<file path="config.mk">
export PLATFORM = sky130hd
export DESIGN_NAME = lfu_tracked_id_table
export DESIGN_NICKNAME = d
export VERILOG_FILES = /design/src/sv/lfutt_pkg.sv /design/src/sv/lfutt_ram.sv /design/src/sv/lfutt_scan.sv /design/src/sv/lfu_tracked_id_table.sv
export SDC_FILE = /design/constraint.sdc
export NUM_CORES = 1
export LEC_CHECK = 0
export ABC_CLOCK_PERIOD_IN_PS = 15700
export BUFFER_PORTS_ARGS = -buffer_cell sky130_fd_sc_hd__buf_2
export CORE_UTILIZATION = 30
export CTS_CLUSTER_DIAMETER = 40
export CTS_CLUSTER_SIZE = 28
export DETAILED_ROUTE_END_ITERATION = 8
export PLACE_DENSITY = 0.56
export SETUP_SLACK_MARGIN = 0.1
export SYNTH_ARGS = -nofsm -noshare
export SYNTH_HDL_FRONTEND = slang
export SYNTH_SLANG_ARGS = --single-unit
</file>
<file path="constraint.sdc">
create_clock -name clk -period 15.7 [get_ports clk]
set_input_delay 3.14 -clock clk [delete_from_list [all_inputs] [get_ports clk]]
set_output_delay 3.14 -clock clk [all_outputs]
set_load 0.03 [all_outputs]
</file>
<file path="src/sv/lfutt_pkg.sv">
// Package for the LFU tracked id table: request, response and entry types,
// state codes and reset constants. No dependencies.
`default_nettype none

package lfutt_pkg;

  // Default number of table slots and reset value of the window length.
  localparam int unsigned DEF_SLOTS = 8;
  localparam logic [31:0] WINDOW_RESET = 32'd86400000;
  localparam logic [15:0] USE_MAX = 16'hFFFF;

  // Request function codes.
  localparam logic FUNC_USE = 1'b0;
  localparam logic FUNC_PRESENCE = 1'b1;

  // One request as it enters the block.
  typedef struct packed {
    logic        func;
    logic [63:0] user_id;
    logic [31:0] now_time;
    logic [1:0]  new_status;
  } req_t;

  // One response as it leaves the block.
  typedef struct packed {
    logic        applied;
    logic        hit;
    logic        evicted;
    logic [2:0]  slot_index;
    logic [15:0] use_count;
    logic [1:0]  slot_status;
    logic        window_cleared;
  } rsp_t;

  // One word of the entry memory.
  typedef struct packed {
    logic [63:0] id;
    logic [1:0]  presence;
    logic [15:0] uses;
  } entry_t;

  // Summary of a completed scan, handed from the scan unit to the control.
  typedef struct packed {
    logic        match_found;
    logic        free_found;
    logic [1:0]  match_presence;
    logic [15:0] match_uses;
  } scan_sum_t;

  // Control states.
  typedef enum logic [1:0] {
    ST_IDLE,
    ST_SCAN,
    ST_LAST,
    ST_APPLY
  } state_t;

endpackage

`default_nettype wire

</file>
<file path="src/sv/lfutt_ram.sv">
// Generic single-port-write, single-port-read RAM with a registered read.
// No dependencies.
`default_nettype none

module lfutt_ram #(
  parameter int unsigned WIDTH = 8,
  parameter int unsigned DEPTH = 8
) (
  input  wire logic                     clk,
  input  wire logic                     we,
  input  wire logic [$clog2(DEPTH)-1:0] waddr,
  input  wire logic [WIDTH-1:0]         wdata,
  input  wire logic [$clog2(DEPTH)-1:0] raddr,
  output logic      [WIDTH-1:0]         rdata
);

  logic [WIDTH-1:0] mem [DEPTH];

  // Write port and registered read port.
  always_ff @(posedge clk) begin
    if (we) begin
      mem[waddr] <= wdata;
    end
    rdata <= mem[raddr];
  end

endmodule

`default_nettype wire

</file>
<file path="src/sv/lfutt_scan.sv">
// Scan unit: walks the entry words as they come out of the memory and keeps
// the first match, the first free slot and the least-used slot.
// Depends on lfutt_pkg.
`default_nettype none

module lfutt_scan #(
  parameter int unsigned TABLE_SLOTS = lfutt_pkg::DEF_SLOTS,
  localparam int unsigned IDX_W = $clog2(TABLE_SLOTS)
) (
  input  wire logic                 clk,
  input  wire logic                 rst,
  input  wire logic                 clear,
  input  wire logic [63:0]          key,
  input  wire logic                 rd_vld,
  input  wire logic [IDX_W-1:0]     rd_idx,
  input  wire lfutt_pkg::entry_t    rd_entry,
  input  wire logic                 rd_valid,
  input  wire logic                 rd_uses_ok,
  output lfutt_pkg::scan_sum_t      sum,
  output logic      [IDX_W-1:0]     match_idx,
  output logic      [IDX_W-1:0]     free_idx,
  output logic      [IDX_W-1:0]     min_idx
);

  logic [15:0] cur_uses;
  logic [15:0] min_uses;
  logic        is_match;

  // Counts cleared by a window restart read as zero.
  assign cur_uses = rd_uses_ok ? rd_entry.uses : 16'd0;
  assign is_match = rd_valid && (key != 64'd0) && (rd_entry.id == key);

  // Summary flags, indices and captured data; the first hit of each kind wins.
  always_ff @(posedge clk) begin
    if (rst || clear) begin
      sum.match_found <= 1'b0;
      sum.free_found  <= 1'b0;
    end else if (rd_vld) begin
      if (is_match) begin
        sum.match_found <= 1'b1;
        if (!sum.match_found) begin
          match_idx          <= rd_idx;
          sum.match_presence <= rd_entry.presence;
          sum.match_uses     <= cur_uses;
        end
      end
      if (!rd_valid) begin
        sum.free_found <= 1'b1;
        if (!sum.free_found) begin
          free_idx <= rd_idx;
        end
      end
      // Strict compare keeps the lowest index on ties.
      if ((rd_idx == '0) || (cur_uses < min_uses)) begin
        min_idx  <= rd_idx;
        min_uses <= cur_uses;
      end
    end
  end

endmodule

`default_nettype wire

</file>
<file path="src/sv/lfu_tracked_id_table.sv">
// Top level of the LFU tracked id table: control, window logic, valid bits
// and the entry memory. Depends on lfutt_pkg, lfutt_ram and lfutt_scan.
`default_nettype none

// Usage:
//   A request is taken on a rising edge with start high and busy low. The
//   request struct carries func (use or presence update), user_id, now_time
//   and new_status. A use request applies the usage window at the accept edge
//   and then records a nonzero id; a presence request updates a matching slot.
//   Each request yields one response on rsp, marked by done for exactly one
//   cycle. The receiver cannot stall, so done is never held.
//   Sequence: the entry memory is read one slot per cycle in ST_SCAN
//   through its single read port, then ST_LAST finishes the last read and
//   ST_APPLY decides and writes back. The response is registered on rsp as
//   the block leaves ST_APPLY. busy is high in ST_SCAN, ST_LAST and
//   ST_APPLY, and a new request may be accepted at the edge that takes the
//   response, so a request is taken only once the last one is through.
//   The window length register is written with cfg_we and cfg_wdata; the
//   user must do so only while the block is idle; the block does not check.
//   Reset: all slots become free, all counts read zero, the window is not
//   started and the window length returns to 86400000. No memory clearing
//   pass is needed; valid bits in flip-flops cover the entries.
module lfu_tracked_id_table #(
  parameter int unsigned TABLE_SLOTS = lfutt_pkg::DEF_SLOTS
) (
  input  wire logic              clk,
  input  wire logic              rst,
  input  wire logic              start,
  input  wire lfutt_pkg::req_t   req,
  output logic                   busy,
  output logic                   done,
  output lfutt_pkg::rsp_t        rsp,
  input  wire logic              cfg_we,
  input  wire logic [31:0]       cfg_wdata
);

  localparam int unsigned IDX_W = $clog2(TABLE_SLOTS);
  localparam int unsigned ENT_W = $bits(lfutt_pkg::entry_t);
  localparam logic [IDX_W-1:0] LAST_IDX = IDX_W'(TABLE_SLOTS - 1);

  lfutt_pkg::state_t state, state_next;

  lfutt_pkg::req_t     cur;
  logic                cur_cleared;
  logic [31:0]         window_start;
  logic [31:0]         window_length;
  logic [TABLE_SLOTS-1:0] valid;
  logic [TABLE_SLOTS-1:0] uses_ok;
  logic [IDX_W-1:0]    addr;
  logic                rd_vld;
  logic [IDX_W-1:0]    rd_idx;
  lfutt_pkg::entry_t   rd_entry;
  lfutt_pkg::scan_sum_t sum;
  logic [IDX_W-1:0]    match_idx;
  logic [IDX_W-1:0]    free_idx;
  logic [IDX_W-1:0]    min_idx;

  logic                accept;
  logic                scanning;
  logic                applying;
  logic [31:0]         elapsed;

  // Decision made in the apply cycle.
  logic                touch;
  logic                dec_hit;
  logic                dec_evict;
  logic [IDX_W-1:0]    slot;
  logic [1:0]          new_pres;
  logic [15:0]         base_uses;
  logic [15:0]         new_uses;
  logic [IDX_W+2:0]    slot_ext;
  lfutt_pkg::entry_t   wr_entry;

  assign accept  = start && !busy;
  assign elapsed = req.now_time - window_start;

  // Next-state logic.
  always_comb begin
    state_next = state;
    case (state)
      lfutt_pkg::ST_IDLE: begin
        if (start) begin
          state_next = lfutt_pkg::ST_SCAN;
        end
      end
      lfutt_pkg::ST_SCAN: begin
        if (addr == LAST_IDX) begin
          state_next = lfutt_pkg::ST_LAST;
        end
      end
      lfutt_pkg::ST_LAST:  state_next = lfutt_pkg::ST_APPLY;
      lfutt_pkg::ST_APPLY: state_next = lfutt_pkg::ST_IDLE;
      default:             state_next = lfutt_pkg::ST_IDLE;
    endcase
  end

  // State-decoded outputs.
  always_comb begin
    busy     = 1'b1;
    scanning = 1'b0;
    applying = 1'b0;
    case (state)
      lfutt_pkg::ST_IDLE:  busy = 1'b0;
      lfutt_pkg::ST_SCAN:  scanning = 1'b1;
      lfutt_pkg::ST_LAST:  busy = 1'b1;
      lfutt_pkg::ST_APPLY: applying = 1'b1;
      default:             busy = 1'b1;
    endcase
  end

  always_ff @(posedge clk) begin
    if (rst) begin
      state <= lfutt_pkg::ST_IDLE;
    end else begin
      state <= state_next;
    end
  end

  // Window length register.
  always_ff @(posedge clk) begin
    if (rst) begin
      window_length <= lfutt_pkg::WINDOW_RESET;
    end else if (cfg_we) begin
      window_length <= cfg_wdata;
    end
  end

  // Request capture and the usage window, applied at the accept edge.
  always_ff @(posedge clk) begin
    if (rst) begin
      window_start <= 32'd0;
      cur_cleared  <= 1'b0;
    end else if (accept) begin
      cur_cleared <= 1'b0;
      if (req.func == lfutt_pkg::FUNC_USE) begin
        if (window_start == 32'd0) begin
          window_start <= req.now_time;
        end else if (elapsed >= window_length) begin
          window_start <= req.now_time;
          cur_cleared  <= 1'b1;
        end
      end
    end
  end

  always_ff @(posedge clk) begin
    if (accept) begin
      cur <= req;
    end
  end

  // Scan address and read tracking.
  always_ff @(posedge clk) begin
    if (rst) begin
      addr   <= '0;
      rd_vld <= 1'b0;
    end else begin
      rd_vld <= scanning;
      if (accept) begin
        addr <= '0;
      end else if (scanning && (addr != LAST_IDX)) begin
        addr <= addr + 1'b1;
      end
    end
  end

  always_ff @(posedge clk) begin
    rd_idx <= addr;
  end

  // Slot choice and the entry word written back.
  always_comb begin
    touch     = 1'b0;
    dec_hit   = 1'b0;
    dec_evict = 1'b0;
    slot      = match_idx;
    new_pres  = sum.match_presence;
    base_uses = sum.match_uses;
    new_uses  = sum.match_uses;
    if (cur.func == lfutt_pkg::FUNC_USE) begin
      if (cur.user_id != 64'd0) begin
        touch = 1'b1;
        if (sum.match_found) begin
          dec_hit = 1'b1;
        end else begin
          new_pres  = 2'd0;
          base_uses = 16'd0;
          if (sum.free_found) begin
            slot = free_idx;
          end else begin
            slot      = min_idx;
            dec_evict = 1'b1;
          end
        end
        new_uses = (base_uses == lfutt_pkg::USE_MAX) ? base_uses : base_uses + 16'd1;
      end
    end else if (sum.match_found) begin
      touch    = 1'b1;
      dec_hit  = 1'b1;
      new_pres = cur.new_status;
    end
    slot_ext          = {3'd0, slot};
    wr_entry.id       = cur.user_id;
    wr_entry.presence = new_pres;
    wr_entry.uses     = new_uses;
  end

  // Valid bits and count-valid bits; a window restart clears every count.
  always_ff @(posedge clk) begin
    if (rst) begin
      valid   <= '0;
      uses_ok <= '0;
    end else if (accept && (req.func == lfutt_pkg::FUNC_USE) &&
                 (window_start != 32'd0) && (elapsed >= window_length)) begin
      uses_ok <= '0;
    end else if (applying && touch) begin
      valid[slot]   <= 1'b1;
      uses_ok[slot] <= 1'b1;
    end
  end

  // Response register and strobe.
  always_ff @(posedge clk) begin
    if (rst) begin
      done <= 1'b0;
    end else begin
      done <= applying;
    end
  end

  always_ff @(posedge clk) begin
    if (applying) begin
      rsp.applied        <= touch;
      rsp.hit            <= dec_hit;
      rsp.evicted        <= dec_evict;
      rsp.slot_index     <= touch ? slot_ext[2:0] : 3'd0;
      rsp.use_count      <= touch ? new_uses : 16'd0;
      rsp.slot_status    <= touch ? new_pres : 2'd0;
      rsp.window_cleared <= cur_cleared;
    end
  end

  // Entry memory.
  lfutt_ram #(
    .WIDTH (ENT_W),
    .DEPTH (TABLE_SLOTS)
  ) u_ram (
    .clk   (clk),
    .we    (applying && touch),
    .waddr (slot),
    .wdata (wr_entry),
    .raddr (addr),
    .rdata (rd_entry)
  );

  // Scan unit.
  lfutt_scan #(
    .TABLE_SLOTS (TABLE_SLOTS)
  ) u_scan (
    .clk        (clk),
    .rst        (rst),
    .clear      (accept),
    .key        (cur.user_id),
    .rd_vld     (rd_vld),
    .rd_idx     (rd_idx),
    .rd_entry   (rd_entry),
    .rd_valid   (valid[rd_idx]),
    .rd_uses_ok (uses_ok[rd_idx]),
    .sum        (sum),
    .match_idx  (match_idx),
    .free_idx   (free_idx),
    .min_idx    (min_idx)
  );

endmodule

`default_nettype wire
</file>
== Yosys cells after proc, flatten, opt, wreduce, memory -nomap -nowiden ==
Memory sizes are Yosys's and may differ from the RTL's. A register that Yosys moved wholly into a read port is not among the register bits.
Index checks and enable logic that the tools add are counted.

* Flip-flop bits (word level): 228
* Bits in writable memories: 656
* Output and inout port bits: 27
* Memories kept: 1
* Bits in latches: 0
* Bits in read-only memories: 0

{| class="wikitable"
|+ Memories
! memory !! words !! bits a word !! rd ports !! clocked after memory_dff !! wr ports !! RTL line !! text
|-
| u_ram.mem || 8 || 82 || 1 || 1 || 1 || lfutt_ram.sv:17 || <nowiki>logic [WIDTH-1:0] mem [DEPTH];</nowiki>
|}

* Mux-type cells: 40
* Bitwise logic cells: 9
* $add $sub $neg: 3
* Magnitude comparators: 5
* Shifts and indexed selects: 0
* Multipliers: 0
* Reductions and logical operators: 28
* Equal/unequal tests: 9
* Div/mod/pow operators: 0

{| class="wikitable"
|+ Operators by type and width
! kind !! number
|-
| $mux W16 || 7
|-
| $eq A64 B64 Y1 || 1
|-
| $mux W32 || 2
|-
| $reduce_bool A64 Y1 || 1
|-
| $ge A32 B32 Y1 || 1
|-
| $logic_not A32 Y1 || 1
|-
| $reduce_bool A32 Y1 || 1
|-
| $sub A32 B32 Y32 || 1
|-
| $mux W1 || 17
|-
| $add A16 B1 Y16 const B || 1
|-
| $eq A16 B16 Y1 const B || 1
|-
| $lt A16 B16 Y1 || 1
|-
| $or A8 B8 Y8 || 2
|-
| $mux W2 || 6
|-
| $mux W3 || 4
|-
| $logic_and A1 B1 Y1 || 9
|-
| $lt A3 B4 Y1 const B || 2
|-
| $pmux W2 S4 || 1
|-
| $reduce_and A2 Y1 || 4
|-
| $reduce_and A4 Y1 || 2
|-
| $not A1 Y1 || 7
|-
| $bmux W1 S3 || 2
|-
| $reduce_and A3 Y1 || 2
|-
| $eq A2 B2 Y1 const B || 2
|-
| 13 further kinds || 16
|}

== Longest topological paths before layout ==
* Depth after elaboration: 9
* Gate-level depth with buffers: 21
* Mapped depth without buffers: 19

== Modules after synthesis ==
A second synthesis with hierarchy kept.

* Cell total of the unflattened synthesis: 2,179
* Area, all modules: 39,163.8 µm²

{| class="wikitable"
|+ By module, submodules not included
! module !! area each (µm²) !! cells each !! instances
|-
| lfutt_ram || 27,048.4 || 1,042 || 1
|-
| lfu_tracked_id_table || 9,404.0 || 900 || 1
|-
| lfutt_scan || 2,711.4 || 237 || 1
|}

== Worst setup path after synthesis ==
No wires, ideal clock.

* Path kind: reg-to-reg
* Start point: register cur[69] (netlist bit)
* End point: memory u_ram.mem[1][0] (netlist bit), enable pin
* Arrival: 7.573 ns
* Required time: 15.075 ns
* Setup slack: 7.502 ns
* Buffers on the path: 1
* Stages on the path, launching flop included: 8
* Library setup time: 0.625 ns
* Period minus slack after synthesis: 8.198 ns
* Cells stage by stage: edfxtp_1 nor4_1 nand4_1 nor4_4 nor3_1 buf_2 mux2i_1 nor3_1

* Longest elaborated chain between the ends: 6
* Elaborated cells between the ends (all ways): 8
* Classes of those cells: mux (6); reduce/logical (2)

{| class="wikitable"
|+ Ends and longest elaborated chain
! element !! RTL line !! text
|-
| from (decl) || lfu_tracked_id_table.sv:43 || <nowiki>lfutt_pkg::req_t cur;</nowiki>
|-
| from (signal assigned) || lfu_tracked_id_table.sv:148 || <nowiki>cur <= req;</nowiki>
|-
| $reduce_bool A64 Y1 (*) || lfu_tracked_id_table.sv:181 || <nowiki>if (cur.user_id != 64'd0) begin</nowiki>
|-
| $mux W1 || lfu_tracked_id_table.sv:181 ||
|-
| $mux W1 || lfu_tracked_id_table.sv:180 || <nowiki>if (cur.func == lfutt_pkg::FUNC_USE) begin</nowiki>
|-
| $logic_and A1 B1 Y1 || lfu_tracked_id_table.sv:249 || <nowiki>.we (applying && touch),</nowiki>
|-
| $mux W1 || lfutt_ram.sv:21 || <nowiki>if (we) begin</nowiki>
|-
| $mux W1 (not written as such) || lfutt_ram.sv:22 || <nowiki>mem[waddr] <= wdata;</nowiki>
|-
| to (decl) || lfutt_ram.sv:17 ||
|}

Every way passes the cells marked *; elsewhere a longest branch is shown, timed or not.

== Worst setup path after layout ==
* Start point: input port req[2] (netlist bit)
* End point: register valid[4]

* Longest elaborated chain between the ends: 5

{| class="wikitable"
|+ Ends and longest elaborated chain
! element !! RTL line !! text
|-
| from (decl) || lfu_tracked_id_table.sv:29 || <nowiki>input wire lfutt_pkg::req_t req,</nowiki>
|-
| $sub A32 B32 Y32 || lfu_tracked_id_table.sv:75 || <nowiki>assign elapsed = req.now_time - window_start;</nowiki>
|-
| $ge A32 B32 Y1 || lfu_tracked_id_table.sv:214 || <nowiki>(window_start != 32'd0) && (elapsed >= window_length)) begin</nowiki>
|-
| $logic_and A1 B1 Y1 || lfu_tracked_id_table.sv:214 ||
|-
| $not A1 Y1 (no source line) || -- ||
|-
| $reduce_and A2 Y1 (no source line) || -- ||
|-
| to (signal assigned) || lfu_tracked_id_table.sv:211 || <nowiki>valid <= '0;</nowiki>
|-
| to (signal, indexed assignment) || lfu_tracked_id_table.sv:217 || <nowiki>valid[slot] <= 1'b1;</nowiki>
|-
| to (decl) || lfu_tracked_id_table.sv:47 || <nowiki>logic [TABLE_SLOTS-1:0] valid;</nowiki>
|}

No other way between the ends.
A chain may end at the register's enable or synchronous reset.

==> run_results.csv <==
group,metric,value,unit
detailed_routing,viasPerCell,4.86,
layout,multiInputGateArea,11300,µm²
detailed_routing,drt-initial-drc-count,1781,
timing,drv_slew,0,
clock_network,ctsResizeCount,0,
grt,antenna_found_initial,2,
yosys,syn_avg_cell_area,16.5,µm²
yosys,synth_enable_flop_cells,791,
detailed_routing,ant_nets,0,
yosys,synthCells,2384,
yosys,seq_area_frac_synth,69.3,%
power_and_ir_drop,p_int,5.20,mW
clock_network,hold_buffers,0,
power_and_ir_drop,comb_power_share,18.5,%
flow_run,maxCapViolations,0,
yosys,synth_seq_cells,966,
power_and_ir_drop,vdd_ir_drop_max,0.000124,V
grt,grt_start_max_net_pins,115,
floorplanning,die_w,364,µm
setup_path,cp-end-kind,"register",
layout,layout_commonest_cell,"edfxtp_1",
power_and_ir_drop,finalPower,7.39,mW
layout,fill_cells,12300,
layout,finalNonFillerCells,4446,
layout,fin_area,46500,µm²
worst_hold_path,holdCritPathClass,"reg -> reg",
clock_network,post_cts_buffers,0,
yosys,yosysWarnings,0,
clock_network,h-tree-depth,3,
timing,max_freq,132,MHz
clock_network,path_clk_slew,0.06,ns
placement,dp_hpwl,55200,µm
setup_path,cp.arrival,8.20,ns
layout,seq_area,27300,µm²
timing,fin_skew,0.0317,ns
detailed_routing,wl,93300,µm
timing,hold_ws,0.409,ns
grt,overflow,0,
grt,track_usage,14.1,%
clock_network,cts_tree,"built",
power_and_ir_drop,pwr-share-seq,43.7,%
grt,grt_pass1_wl,139000,µm
timing,grt_setup_unrepaired,"no",
detailed_routing,route.met3.wl,5210,µm
yosys,async_reset_ff_share,0,%
layout,final_cell_mix,"791 x edfxtp_1, 172 x dfxtp_1, 168 x mux4_2, 160 x buf_2",
status,status,"completed",
yosys,synth_ff_type,"edfxtp_1",
timing,slew_headroom,23.8,%
layout,area_growth,18.1,%
floorplanning,core,130000,µm²
setup_path,critical_path.max_fanout,35,
power_and_ir_drop,p_per_area,159,nW/µm²
power_and_ir_drop,swShare,29.7,%
yosys,ys_types,77,
layout,nets,2818,
timing,period_needed,7.58,ns
setup_path,worst_ep_required_time,16.33,ns
power_and_ir_drop,p_leak,15.6,nW
detailed_routing,drc,0,
placement,dp_cells,4215,
placement,port_buffers,161,
detailed_routing,wl_per_cell,21.0,µm
placement,gp_congestion,0.837,
setup_path,critical_path.startpoint_type,"input port",
grt,grt_pass1_vias,21900,
floorplanning,die-area,133000,µm²
power_and_ir_drop,p_sw,2.20,mW
detailed_routing,wirelength_met1,42500,µm
clock_network,root_buffer,"clkbuf_16",
yosys,synth_nets,2606,
detailed_routing,route.met2.wl,43400,µm
setup_path,critPathKind,"in -> reg",
layout,drive_above_1_share,26.0,%
clock_network,clock_sinks,966,
floorplanning,std_cell_rows,132,
floorplanning,ios,162,
clock_network,clock_path_buffers,3,
detailed_routing,dr_total_vias,21600,
placement,postPlaceCellArea,42300,µm²
timing,fin_crit_sh,48.3,%
clock_network,numCtsBuffers,121,
clock_network,clock_latency,0.74,ns
power_and_ir_drop,p_clk_share,37.9,%
timing,hold_violations,0,
floorplanning,die_h,364,µm
detailed_routing,routed.top_layer,"met4",
yosys,syn-cell-area,39400,µm²
timing,worstMarginPinSlew,1.14,ns
detailed_routing,dr.pass1.iters,5,
timing,setup_viol,0,
floorplanning,start_util,30.3,%
timing,setup_tns,0,ns
cell type report:
type                       instances  share of cell area (%)
tap                             1742                    4.69
clock buffer                     139                    6.82
timing repair buffer             197                    2.35
inverter                         125                    1.02
multi-input combinational       1185                    24.3
antenna                            1                 0.00539
sequential                       966                    58.7
clock inverter                    91                    2.13
routing by layer:
| metal | vias up | track usage (%) |
|---|---|---|
| met2 | 578 | 22.3 |
| met5 | - | 0 |
| met3 | 150 | 3.20 |
| met4 | 0 | 4.01 |
| li1 | 9806 | - |
| met1 | 11100 | 19.2 |
synthesized netlist by cell type, types with 30 or more instances:
cell | n | area [µm²]
a21oi_1 | 43 | 215
o21ai_0 | 43 | 215
dfxtp_1 | 175 | 3500
nand3_1 | 85 | 425
a22oi_1 | 32 | 240
clkbuf_1 | 80 | 300
xor2_1 | 50 | 438
mux2i_1 | 38 | 380
nand2_1 | 58 | 218
nor4_1 | 40 | 250
a21o_1 | 30 | 225
ha_1 | 86 | 1080
nor3b_1 | 33 | 248
inv_1 | 124 | 465
nor2_1 | 97 | 364
mux2_2 | 90 | 1010
mux4_2 | 168 | 3780
edfxtp_1 | 791 | 23800
worst max-delay path, stage by stage:
cell	delay (ns)
buf_2	0.09
inv_1	0.07
ha_1	0.17
inv_1	0.05
fa_1	0.39
a21o_1	0.20
a311oi_1	0.38
nor3_1	0.18
or3_1	0.45
nor4b_1	0.21
or3_1	0.38
xor2_1	0.15
ha_1	0.29
a21o_1	0.16
a21o_1	0.17
a221o_1	0.44
a2111o_1	0.31
buf_4	0.27
and3_1	0.37
o32ai_1	0.31
per-stage QoR:
step           utilization [%]  setup WS [ns]
6_report                  35.8           8.12
5_1_grt                   35.8           7.87
4_1_cts                   35.8           8.21
3_5_place_dp              32.6           7.42
3_3_place_gp              32.6           7.45
2_1_floorplan                -           7.50
flip-flops by register name, indices dropped and copies added (netlist names):
signal / cells
u_scan.min_uses: 16
state: 2
done: 1
cur: 67
addr: 3
uses_ok: 8
u_scan.min_idx: 3
valid: 8
window_length: 32
window_start: 32
u_scan.match_idx: 3
cur_cleared: 1
u_ram.mem: 656
rd_vld: 1
u_scan.free_idx: 3
rsp: 25
u_ram.rdata: 82
rd_idx: 3
u_scan.sum: 20
logic make-up (layout without fill, tap and decap cells):
logic type	after synthesis	in the layout	share of synthesized area, %
compound gates	271	271	4.70
xor+xnor	79	79	1.76
fa+ha+maj	87	87	2.79
buf+inv	233	552	2.24
flops	966	966	69.3
mux	296	296	13.2
other cells	0	1	0
simple gates	452	452	6.10
power groups by stage:
| stage | Sequential [mW] | Combinational, mW | Clock [mW] |
|---|---|---|---|
| global placement | 3.28 | 1.38 | 0 |
| global route | 3.26 | 1.51 | 2.96 |
| CTS | 3.24 | 1.39 | 2.87 |
| detailed placement | 3.29 | 1.38 | 0 |
| floorplan | 3.20 | 1.02 | 0 |
| finish | 3.23 | 1.37 | 2.80 |
path summary, 6_finish.rpt:
check	from	to	slack [ns]	cells past startpoint
hold reg to reg	u_ram.rdata[16]	u_scan.sum[16]	0.41	0
hold / removal	u_ram.rdata[16]	u_scan.sum[16]	0.41	0
setup / recovery	req[2]	valid[4]	8.12	20
setup reg to reg	cur[49]	u_ram.mem[1][48]	9.88	10
(Power assumes the default switching activity.)
